==> src/hdl/packet_coherent_averager_core_defines.svh <==
// Assertion macros for the packet coherent averager.
// Used by pca_div and packet_coherent_averager_core; expects clk and arst_n in scope.
`ifndef PACKET_COHERENT_AVERAGER_CORE_DEFINES_SVH
`define PACKET_COHERENT_AVERAGER_CORE_DEFINES_SVH
`ifndef SYNTHESIS
`define PCA_ASSERT(lbl, prop, msg) \
	lbl: assert property (@(posedge clk) disable iff (!arst_n) prop) else $error(msg);
`define PCA_NEVER(lbl, cond, msg) \
	lbl: assert property (@(posedge clk) disable iff (!arst_n) !(cond)) else $error(msg);
`else
`define PCA_ASSERT(lbl, prop, msg)
`define PCA_NEVER(lbl, cond, msg)
`endif
`endif

==> src/hdl/pca_pkg.sv <==
// Shared types and constants for the packet coherent averager.
// No dependencies.
`default_nettype none
package pca_pkg;

	localparam int unsigned CFG_IDX_W = 2;
	localparam logic [CFG_IDX_W-1:0] REG_AVERAGE_MODE  = 2'd0;
	localparam logic [CFG_IDX_W-1:0] REG_WEIGHTED_MODE = 2'd1;

	localparam int unsigned DIV_STEPS = 64;
	localparam int unsigned SCALE_LAT = 4;

	typedef struct packed {
		logic signed [31:0] sample;
		logic signed [31:0] weight;
		logic               present;
		logic               last;
		logic               reset_now;
		logic signed [31:0] reset_scale;
	} in_t;

	typedef struct packed {
		logic signed [63:0] value;
		logic signed [63:0] count;
		logic               last_out;
	} out_t;

	typedef enum logic [2:0] {
		ST_CLEAR,
		ST_IDLE,
		ST_READ,
		ST_DIV_GO,
		ST_DIV_WAIT,
		ST_OUT,
		ST_SCALE
	} state_t;

endpackage
`default_nettype wire

==> src/hdl/pca_div.sv <==
// Iterative signed 64-bit divider, one quotient bit per cycle, truncating.
// Depends on pca_pkg and the assertion macro header.
`default_nettype none
`include "packet_coherent_averager_core_defines.svh"
module pca_div
	import pca_pkg::*;
(
	input  wire logic        clk,
	input  wire logic        arst_n,
	input  wire logic        start,
	input  wire logic [63:0] num,
	input  wire logic [63:0] den,
	output logic             done,
	output logic [63:0]      quo
);

	localparam int unsigned CW = $clog2(DIV_STEPS + 1);

	logic          busy_q;
	logic          done_q;
	logic [CW-1:0] cnt_q;
	logic          neg_q;
	logic [63:0]   dvd_q;
	logic [63:0]   dvs_q;
	logic [63:0]   rem_q;
	logic [63:0]   quo_q;
	logic [64:0]   shifted;
	logic [64:0]   diff;

	// restoring step
	assign shifted = {rem_q, dvd_q[63]};
	assign diff    = shifted - {1'b0, dvs_q};

	// control
	always_ff @(posedge clk or negedge arst_n) begin
		if (!arst_n) begin
			busy_q <= 1'b0;
			done_q <= 1'b0;
			cnt_q  <= '0;
		end else if (start) begin
			busy_q <= 1'b1;
			done_q <= 1'b0;
			cnt_q  <= CW'(DIV_STEPS);
		end else if (busy_q) begin
			if (cnt_q != '0) begin
				cnt_q <= cnt_q - 1'b1;
			end else begin
				busy_q <= 1'b0;
				done_q <= 1'b1;
			end
		end else begin
			done_q <= 1'b0;
		end
	end

	// datapath
	always_ff @(posedge clk) begin
		if (start) begin
			dvd_q <= num[63] ? (64'd0 - num) : num;
			dvs_q <= den[63] ? (64'd0 - den) : den;
			rem_q <= '0;
			neg_q <= num[63] ^ den[63];
		end else if (busy_q) begin
			if (cnt_q != '0) begin
				if (!diff[64]) begin
					rem_q <= diff[63:0];
					dvd_q <= {dvd_q[62:0], 1'b1};
				end else begin
					rem_q <= shifted[63:0];
					dvd_q <= {dvd_q[62:0], 1'b0};
				end
			end else begin
				quo_q <= neg_q ? (64'd0 - dvd_q) : dvd_q;
			end
		end
	end

	assign done = done_q;
	assign quo  = quo_q;

	`PCA_NEVER(a_div_start_busy, start && busy_q, "divider restarted while busy")
	`PCA_ASSERT(a_div_done_pulse, done_q |=> !done_q, "divider done longer than one cycle")
	`PCA_ASSERT(a_div_done_src, $rose(done_q) |-> $past(busy_q), "divider done without a run")

endmodule
`default_nettype wire

==> config.mk <==
export PLATFORM = sky130hd
export DESIGN_NAME = pca_div
export DESIGN_NICKNAME = d
export VERILOG_FILES = /design/src/hdl/pca_pkg.sv /design/src/hdl/pca_div.sv
export VERILOG_INCLUDE_DIRS = /design/src /design/src/hdl
export SDC_FILE = /design/constraint.sdc
export NUM_CORES = 1
export LEC_CHECK = 0
export ABC_AREA = 0
export BUFFER_PORTS_ARGS = -buffer_cell sky130_fd_sc_hd__buf_2
export CAP_MARGIN = 10
export CORE_MARGIN = 3
export CORE_UTILIZATION = 29
export DETAILED_ROUTE_END_ITERATION = 12
export PLACE_DENSITY = 0.47
export SLEW_MARGIN = 20
export SYNTH_ARGS = -nofsm -noshare
export SYNTH_HDL_FRONTEND = slang
export SYNTH_SLANG_ARGS = --single-unit
==> constraint.sdc <==
create_clock -name clk -period 8.77 [get_ports clk]
set_clock_uncertainty 0.15 [all_clocks]
set_input_delay 0 -clock clk [delete_from_list [all_inputs] [get_ports clk]]
set_output_delay 0 -clock clk [all_outputs]
set_load 0.1 [all_outputs]
==> impl_metrics.json, run 1 <==
{
  "finalSetupTns_ns": 0,
  "rsz0062_at_grt": "no",
  "rows": 89,
  "synth_ff_type": "edfxtp_1",
  "min_period_ns": 5.20,
  "relSlewSlack": 0.291,
  "failed_checks": "negative hold slack",
  "die_w_um": 252,
  "cts_resized": 0,
  "cp.buffers_inverters": 2,
  "antenna_found_initial": 0,
  "syn_to_final_growth_pct": 27.5,
  "clkLatencyLatePin_ns": 0.54,
  "cp-end-kind": "register",
  "slowest_delay_ns": 0.78,
  "grt_overflow": 0,
  "crit_type": "register to register",
  "ys_top_cells_by_area": "edfxtp_1 33%, xnor2_1 8.1%, dfxtp_1 7.3%",
  "post_cts_buffers": 0,
  "drc": 0,
  "arrival_ns": 5.51,
  "drt_iter0_drc": 906,
  "postSynthNetCount": 2165,
  "slowest_stage": "nor3_1",
  "power.leakage_nw": 8.52,
  "reg2reg_depth": 14,
  "grt_pass1_vias": 15700,
  "coreArea_um2": 59500,
  "hold_buffers": 209,
  "p_per_area_nw_per_um2": 246,
  "whs_path_depth": 2,
  "maxSlewViolCount": 0,
  "route.detailed.wl_per_inst_um": 16.8,
  "clkTransAtPathRegs_ns": 0.06,
  "ir_drop_mv": 0.225,
  "drive_gt1_frac": 0.118,
  "fmax_mhz": 192,
  "path_cells": "inv_1 -> ha_1 -> fa_1 -> nand2b_1 -> a21oi_1 -> o21ai_0 -> a21oi_1 -> a31oi_1 -> o31ai_1 -> nor3_1 -> or2_2 -> buf_4 -> nand3_1 -> a31oi_1",
  "root_buffer": "clkbuf_16",
  "whs_ns": -0.0184,
  "min_path_type": "primary input to register",
  "min_period_over_period": 0.592,
  "synth_most_common_cell": "nand2_1",
  "setup_violations": 0,
  "gp_congestion": 0.865,
  "h-tree-depth": 2,
  "via_count": 15900,
  "pin_count": 196,
  "synth_edf_count": 193,
  "vias_per_cell": 5.11,
  "wl_um": 52200,
  "start_util": 0.295,
  "outcome": "complete, but fails checks",
  "crit_required_ns": 9.09,
  "async_flop_share": 0.0338,
  "hpwlAfterDp_um": 37100,
  "port_buffers": 195,
  "ys_seq_area_frac": 0.416,
  "grt_use_total": 0.161,
  "final_antenna_net_count": 0,
  "synth_top_cell_area_share": 0.330,
  "synth_cell_types": 67,
  "grt_pass1_wl_um": 83300,
  "worstMarginPinSlew_ns": 1.06,
  "cts.sinks": 266,
  "synth_area_leader_cell": "edfxtp_1",
  "synth_area_um2": 17600,
  "hold_viol": 1,
  "cts_buffer_depth": 3,
  "grt_max_degree": 107,
  "die_h_um": 252,
  "cts_made_buffers": 34,
  "synthTopCellsByCount": "213 x nand2_1, 193 x edfxtp_1, 191 x a21oi_1",
  "maxCapViolCount": 0,
  "fin_nets": 2520,
  "die_area_um2": 63500,
  "crit_family": "simple AND/OR/NAND/NOR gates",
  "cp.depth": 14,
  "path_max_fanout": 35,
  "ys_seq_elements": 266,
  "cp-start-kind": "register",
  "drt-pass1-iter-count": 5,
  "syn_inst": 1964,
  "yosys_warnings": 0,
  "cts_tree": "yes",
  "syn_area_per_cell_um2": 8.94
}
report_power, final:
part	internal, mW	switching, mW	total, mW
sequential	1.65	0.203	1.86
clock	0.797	0.552	1.35
combinational	0.868	1.43	2.30
total	3.32	2.19	5.51
layout by cell type (no fill, tap or decap), types with 6 or more instances in the layout:
cell / instances
xnor2_1: 163
xor2_1: 82
nor2_1: 125
o21a_1: 7
o211ai_1: 13
nand3_1: 37
or2_2: 8
nand2_1: 213
or4_1: 19
dfrtp_1: 9
a21oi_1: 191
clkbuf_1: 8
dfxtp_1: 64
inv_1: 105
nand3b_1: 6
o41ai_1: 34
o21bai_1: 24
or3_1: 35
clkbuf_16: 35
nor4_1: 22
and2_1: 8
nor3_1: 23
edfxtp_1: 193
and3_1: 8
dlygate4sd3_1: 209
a31oi_1: 45
buf_4: 13
nand4_1: 29
clkinv_2: 6
nand2b_1: 20
buf_2: 192
o31ai_1: 53
ha_1: 69
a21o_1: 22
o21ai_0: 169
kinds of logic (layout without fill, tap and decap cells):
| family | count (synthesis) | in the layout | synth area share |
|---|---|---|---|
| other | 0 | 1 | 0 |
| XOR/XNOR | 245 | 245 | 0.122 |
| AO/OA/AOI/OAI | 598 | 598 | 0.207 |
| adder cells (fa/ha/maj) | 70 | 70 | 0.0503 |
| flip-flops | 266 | 266 | 0.416 |
| buffers and inverters | 202 | 580 | 0.0432 |
| multiplexers | 5 | 5 | 0.00285 |
| AND/OR/NAND/NOR | 578 | 578 | 0.159 |
cell type report:
| type | count | area, µm² |
|---|---|---|
| clock buffers | 44 | 920 |
| diodes | 1 | 2.50 |
| clock inverters | 15 | 126 |
| well taps | 773 | 967 |
| fillers | 6076 | 37100 |
| flip-flops and latches | 266 | 7300 |
| repair buffers | 415 | 3160 |
| inverters | 106 | 398 |
| multi-input cells | 1496 | 9510 |
routing by layer:
layer | up-vias | track usage | wire, µm
met5 | - | 0 | 0
met1 | 7632 | 0.215 | 24400
met3 | 74 | 0.0233 | 2380
met4 | 0 | 0.0453 | 1140
li1 | 7887 | - | -
met2 | 334 | 0.272 | 24300
worst register-to-register path: stages, from the launching register on:
cell and delay (ns):
edfxtp_1 0.45, inv_1 0.12, ha_1 0.19, fa_1 0.19
nand2b_1 0.15, a21oi_1 0.12, o21ai_0 0.30, a21oi_1 0.22
a31oi_1 0.61, o31ai_1 0.26, nor3_1 0.78, or2_2 0.69
buf_4 0.54, nand3_1 0.15, a31oi_1 0.21
stage by stage:
step                utilization  power, mW  std cells  area [µm²]  setup WS (ns)
floorplan                     -       3.47       1964       17600           2.41
global placement          0.324       4.05       2847       19200           3.71
detailed placement        0.324       4.07       2847       19200           3.60
CTS                       0.376       5.56       3115       22400           3.56
global route              0.376       5.90       3115       22400           3.13
finish                    0.377       5.51       3116       22400           3.57
worst paths after layout:
path / from / to / slack, ns
min in group asynchronous: arst_n / cnt_q[6] / 0.41
setup / recovery: dvd_q[63] / rem_q[32] / 3.57
setup reg to reg: dvd_q[63] / rem_q[32] / 3.57
max in group asynchronous: arst_n / done / 7.75
hold / removal: den[63] / neg_q / -0.02
hold reg to reg: rem_q[28] / rem_q[29] / 0.33
flip-flops by register name, indices dropped and copies added, names as in the netlist:
name and count:
busy_q 1, rem_q 64, neg_q 1, dvd_q 64, done 1, cnt_q 7, quo 64, dvs_q 64
Note: power is estimated with default switching activity, not from simulation.
==> inputs of run 2 (changes only) <==
--- a/config.mk
+++ b/config.mk
@@ -12,7 +12,7 @@
 export CORE_MARGIN = 3
 export CORE_UTILIZATION = 29
 export DETAILED_ROUTE_END_ITERATION = 12
-export PLACE_DENSITY = 0.47
+export PLACE_DENSITY = 0.49
 export SLEW_MARGIN = 20
 export SYNTH_ARGS = -nofsm -noshare
 export SYNTH_HDL_FRONTEND = slang
==> constraint.sdc (replaced) <==
create_clock -name clk -period 4.3 [get_ports clk]
set_clock_uncertainty 0.15 [all_clocks]
set_input_delay 0 -clock clk [delete_from_list [all_inputs] [get_ports clk]]
set_output_delay 0 -clock clk [all_outputs]
set_load 0.1 [all_outputs]
==> run 2 against run 1 <==
The flow still finishes with violations (negative hold slack). Register-to-register slack got worse by 3.5 ns. Critical endpoint is now quo[58]. First-iteration DRC count is 2.4% lower. Sequential power grew 100%. Die area unchanged. Critical path depth is 5 lower. Non-clock buffer count up 30. Combinational power up 110%. Sequential cell count unchanged.
==> impl_metrics.json, run 2 (same netlist as run 1, synthesis figures left out) <==
{
  "p_sw_mw": 4.48,
  "cts.sinks": 266,
  "fin_util": 0.384,
  "arrival_ns": 4.32,
  "coreArea_um2": 59500,
  "finalSetupTns_ns": 0,
  "ir_drop_mv": 0.354,
  "cp-end-kind": "register",
  "relSlewSlack": 0.328,
  "reg2reg_depth": 9,
  "pin_count": 196,
  "cellInternalPower_mw": 7.13,
  "die_w_um": 252,
  "r2r-end": "quo[58]",
  "wl_um": 51800,
  "min-delay-start": "den[63]",
  "clkTransAtPathRegs_ns": 0.06,
  "whs_ns": -0.00456,
  "cp.buffers_inverters": 0,
  "final_antenna_net_count": 0,
  "drt_iter0_drc": 884,
  "grt_pass1_vias": 15600,
  "route.detailed.wl_per_inst_um": 16.4,
  "pwr-share-comb": 0.413,
  "crit_family": "simple AND/OR/NAND/NOR gates",
  "cts_made_buffers": 35,
  "fin_nets": 2551,
  "drt-pass1-iter-count": 5,
  "min_period_ns": 4.18,
  "p_sw_frac": 0.386,
  "min_path_type": "primary input to register",
  "die_area_um2": 63500,
  "syn_to_final_growth_pct": 30.1,
  "final_cell_mix": "213 x nand2_1, 211 x dlygate4sd3_1, 193 x edfxtp_1, 192 x buf_2, 191 x a21oi_1",
  "drc": 0,
  "power.leakage_nw": 8.74,
  "grt_pass1_wl_um": 81900,
  "rrSetupSlack_ns": 0.12,
  "die_h_um": 252,
  "min_period_over_period": 0.973,
  "clkLatencyLatePin_ns": 0.56,
  "path_max_fanout": 6,
  "seqPwrFrac": 0.326,
  "worstMarginPinSlew_ns": 1.01,
  "rr_startpoint": "dvd_q[15]",
  "failed_checks": "negative hold slack",
  "cts_tree": "yes",
  "path_common_cell": "or4_4",
  "diodes": 0,
  "cts_buffer_depth": 3,
  "power.total_mw": 11.6,
  "h-tree-depth": 2,
  "start_util": 0.295,
  "hold_viol": 1,
  "crit_type": "register to register",
  "grt_max_degree": 107,
  "maxCapViolCount": 0,
  "setup_violations": 0,
  "clock_power_share": 0.261,
  "rows": 89,
  "gp_congestion": 0.850,
  "grt_use_total": 0.157,
  "via_count": 16000,
  "cp-start-kind": "register",
  "finalInstanceArea_um2": 22800,
  "post_cts_buffers": 0,
  "whs_path_depth": 2,
  "place_area_um2": 19500,
  "outcome": "complete, but fails checks",
  "slowest_delay_ns": 0.58,
  "drive_gt1_frac": 0.135,
  "path_cells": "or4_4 -> or4_4 -> or4_4 -> or2_4 -> or3_4 -> or4_4 -> or3_4 -> o31ai_4 -> xnor2_1",
  "p_per_area_nw_per_um2": 508,
  "maxSlewViolCount": 0,
  "slowest_stage": "or4_4",
  "crit_required_ns": 4.44,
  "antenna_found_initial": 0,
  "hpwlAfterDp_um": 37200,
  "root_buffer": "clkbuf_16",
  "fmax_mhz": 239,
  "grt_overflow": 0,
  "port_buffers": 195,
  "vias_per_cell": 5.08,
  "layout_commonest_cell": "nand2_1",
  "min_to": "neg_q"
}
-- run 2: layout make-up --
cell class	count	area, µm²
Sequential cell	266	7300
Timing Repair Buffer	445	3420
Clock buffer	48	995
Tap cell	773	967
Multi-Input combinational cell	1496	9580
Inverter	106	398
Clock inverter	16	186
Fill cell	6009	36600
-- run 2: power by group through the flow --
stage / sequential (mW) / combinational [mW] / clock, mW
6_report: 3.79 / 4.80 / 3.03
3_3_place_gp: 3.83 / 4.56 / 0
5_1_grt: 3.85 / 5.35 / 3.22
2_1_floorplan: 3.87 / 3.20 / 0
3_5_place_dp: 3.83 / 4.59 / 0
4_1_cts: 3.79 / 4.81 / 3.12
-- run 2: routing by layer --
| metal | global-route usage | wire length, µm | vias up |
|---|---|---|---|
| li1 | - | - | 7965 |
| met1 | 0.209 | 23900 | 7590 |
| met2 | 0.270 | 24300 | 385 |
| met3 | 0.0205 | 2380 | 72 |
| met4 | 0.0422 | 1160 | 0 |
| met5 | 0 | 0 | - |
-- run 2: through the flow --
stage          std cells  worst slack [ns]
3_5_place_dp        2875            0.0945
6_report            3150             0.117
5_1_grt             3150           -0.0399
2_1_floorplan       1964             0.199
4_1_cts             3150            0.0386
3_3_place_gp        2875             0.158
-- run 2: repair_timing --
| action | in CTS | in global routing |
|---|---|---|
| gates resized for setup | 0 | 10 |
| endpoints found under the hold margin | 148 | 0 |
| hold buffers | 211 | 0 |
| setup endpoints to repair | 0 | 14 |
-- run 2: worst max-delay path by stage --
stage,depth (start not counted),to,start
2_1_floorplan,5,quo[0],cnt_q[0]
3_3_place_gp,9,quo[58],dvd_q[15]
3_5_place_dp,12,dvs_q[61],den[13]
4_1_cts,12,dvd_q[56],num[28]
5_1_grt,15,dvs_q[58],den[5]
6_report,9,quo[58],dvd_q[15]
==> inputs of run 3 (changes only) <==
--- a/config.mk
+++ b/config.mk
@@ -9,7 +9,7 @@
 export ABC_AREA = 0
 export BUFFER_PORTS_ARGS = -buffer_cell sky130_fd_sc_hd__buf_2
 export CAP_MARGIN = 10
-export CORE_MARGIN = 3
+export CORE_MARGIN = 2
 export CORE_UTILIZATION = 29
 export DETAILED_ROUTE_END_ITERATION = 12
 export PLACE_DENSITY = 0.49
==> constraint.sdc (replaced) <==
create_clock -name clk -period 4.3 [get_ports clk]
set_clock_uncertainty 0.15 [all_clocks]
set_input_delay 0 -clock clk [delete_from_list [all_inputs] [get_ports clk]]
set_output_delay 0 -clock clk [all_outputs]
set_load 0.05 [all_outputs]
==> run 3 against run 2 <==
Sequential power about the same. Critical path depth unchanged. The flow now finishes without violations. Utilization shrank 0.50 points. Register-to-register slack is essentially flat. Critical path type unchanged. Clock power down 2%. Die area down 1.6%. Sequential cell count stayed put. Combinational power down 1%. Maximum frequency down 0.21%.
==> impl_metrics.json, run 3 (same netlist as run 1, synthesis figures left out) <==
{
  "outcome": "finished, final reports clean",
  "drt-pass1-iter-count": 5,
  "cts_buffer_depth": 3,
  "min_period_ns": 4.19,
  "setup_violations": 0,
  "wl_um": 51800,
  "rrSetupSlack_ns": 0.11,
  "place_ws_ns": 0.131,
  "hpwlAfterDp_um": 36900,
  "start_util": 0.292,
  "antenna_found_initial": 0,
  "die_area_um2": 62500,
  "post_cts_buffers": 0,
  "final_cell_mix": "213 x nand2_1, 206 x dlygate4sd3_1, 193 x edfxtp_1, 192 x buf_2, 191 x a21oi_1",
  "route.detailed.wl_per_inst_um": 16.4,
  "drt_iter0_drc": 806,
  "cp-start-kind": "register",
  "gp_congestion": 0.881,
  "clkTransAtPathRegs_ns": 0.06,
  "h-tree-depth": 2,
  "cts_made_buffers": 34,
  "layout_commonest_cell": "nand2_1",
  "crit_required_ns": 4.43,
  "root_buffer": "clkbuf_16",
  "die_w_um": 250,
  "die_h_um": 250,
  "fin_ws_ns": 0.108,
  "pin_count": 196,
  "syn_to_final_growth_pct": 29.8,
  "cts.sinks": 266,
  "grt_overflow": 0,
  "p_per_area_nw_per_um2": 504,
  "power.leakage_nw": 8.72,
  "grt_max_degree": 107,
  "min_path_type": "primary input to register",
  "relSlewSlack": 0.334,
  "coreArea_um2": 60100,
  "drc": 0,
  "maxCapViolCount": 0,
  "port_buffers": 195,
  "cp-end-kind": "register",
  "min_period_over_period": 0.975,
  "crit_type": "register to register",
  "arrival_ns": 4.32,
  "clkLatencyLatePin_ns": 0.54,
  "fin_nets": 2547,
  "grt_pass1_wl_um": 82100,
  "whs_ns": 0.00753,
  "diodes": 0,
  "grt_use_total": 0.161,
  "grt_pass1_vias": 15400,
  "worstMarginPinSlew_ns": 1.00,
  "path_max_fanout": 6,
  "fmax_mhz": 239,
  "drive_gt1_frac": 0.137,
  "via_count": 15900,
  "maxSlewViolCount": 0,
  "hold_viol": 0,
  "vias_per_cell": 5.04,
  "rows": 90,
  "ir_drop_mv": 0.255,
  "final_antenna_net_count": 0,
  "cts_tree": "yes"
}
## run 3: cell types whose count changed in the layout (fill, tap and decap cells not counted), moves of 2 or more
| cell | before | now |
|---|---|---|
| clkinv_1 | 6 | 3 |
| clkinvlp_4 | 1 | 4 |
| or3_1 | 34 | 31 |
| clkbuf_8 | 7 | 1 |
| or3_4 | 3 | 6 |
| inv_6 | 3 | 1 |
| buf_4 | 39 | 41 |
| dlygate4sd3_1 | 211 | 206 |
| clkinv_2 | 2 | 5 |
## run 3: critical path: stages (launching register included)
cell and delay [ns]:
edfxtp_1 0.39, or4_4 0.58, or4_4 0.48, or4_4 0.54, or2_4 0.27, or3_4 0.40, or4_4 0.48, or3_4 0.38
o31ai_4 0.18, xnor2_1 0.08
## run 3: where the power goes
group | internal, mW | switching, mW | leakage, nW
sequential | 3.37 | 0.412 | 2.49
combinational | 1.89 | 2.85 | 5.68
clock | 1.81 | 1.16 | 0.547
## run 3: layout make-up
| class | instances | area [µm²] |
|---|---|---|
| Fill cell | 6040 | 37300 |
| Multi-Input combinational cell | 1496 | 9590 |
| Sequential cell | 266 | 7300 |
| Timing Repair Buffer | 442 | 3380 |
| Tap cell | 782 | 978 |
| Clock buffer | 43 | 916 |
| Inverter | 106 | 400 |
| Clock inverter | 18 | 225 |
## run 3: metal layers
layer | wire, µm | share of wire | vias to the layer above | global-route usage
met5 | 0 | 0 | - | 0
met1 | 24300 | 0.47 | 7540 | 0.213
met4 | 1050 | 0.020 | 0 | 0.0416
li1 | - | - | 7939 | -
met2 | 24400 | 0.47 | 337 | 0.273
met3 | 2070 | 0.040 | 67 | 0.0237
## run 3: what timing repair did
item / CTS / global route
hold endpoints to repair: 152 / 0
resized for setup: 0 / 14
hold buffers: 206 / 0
endpoints found under the setup margin: 0 / 13
## run 3: stage by stage
| step | total power [mW] | setup TNS (ns) | utilization | cell area, µm² | instances |
|---|---|---|---|---|---|
| final | 11.5 | 0 | 0.379 | 22800 | 3153 |
| after floorplan | 6.98 | 0 | - | 17600 | 1964 |
| after detailed placement | 8.33 | 0 | 0.325 | 19500 | 2886 |
| after global placement | 8.29 | 0 | 0.324 | 19500 | 2886 |
| after CTS | 11.6 | 0 | 0.378 | 22700 | 3153 |
| after global routing | 12.3 | -0.0225 | 0.379 | 22800 | 3153 |
## run 3: path summary, 6_finish.rpt
path,from,cells past startpoint,endpoint
worst min register to register,rem_q[20],2,rem_q[21]
worst max register to register,dvd_q[15],9,quo[58]
worst min-delay path,den[63],2,neg_q
worst max-delay path,dvd_q[15],9,quo[58]
max in group asynchronous,arst_n,3,done
min in group asynchronous,arst_n,3,cnt_q[1]
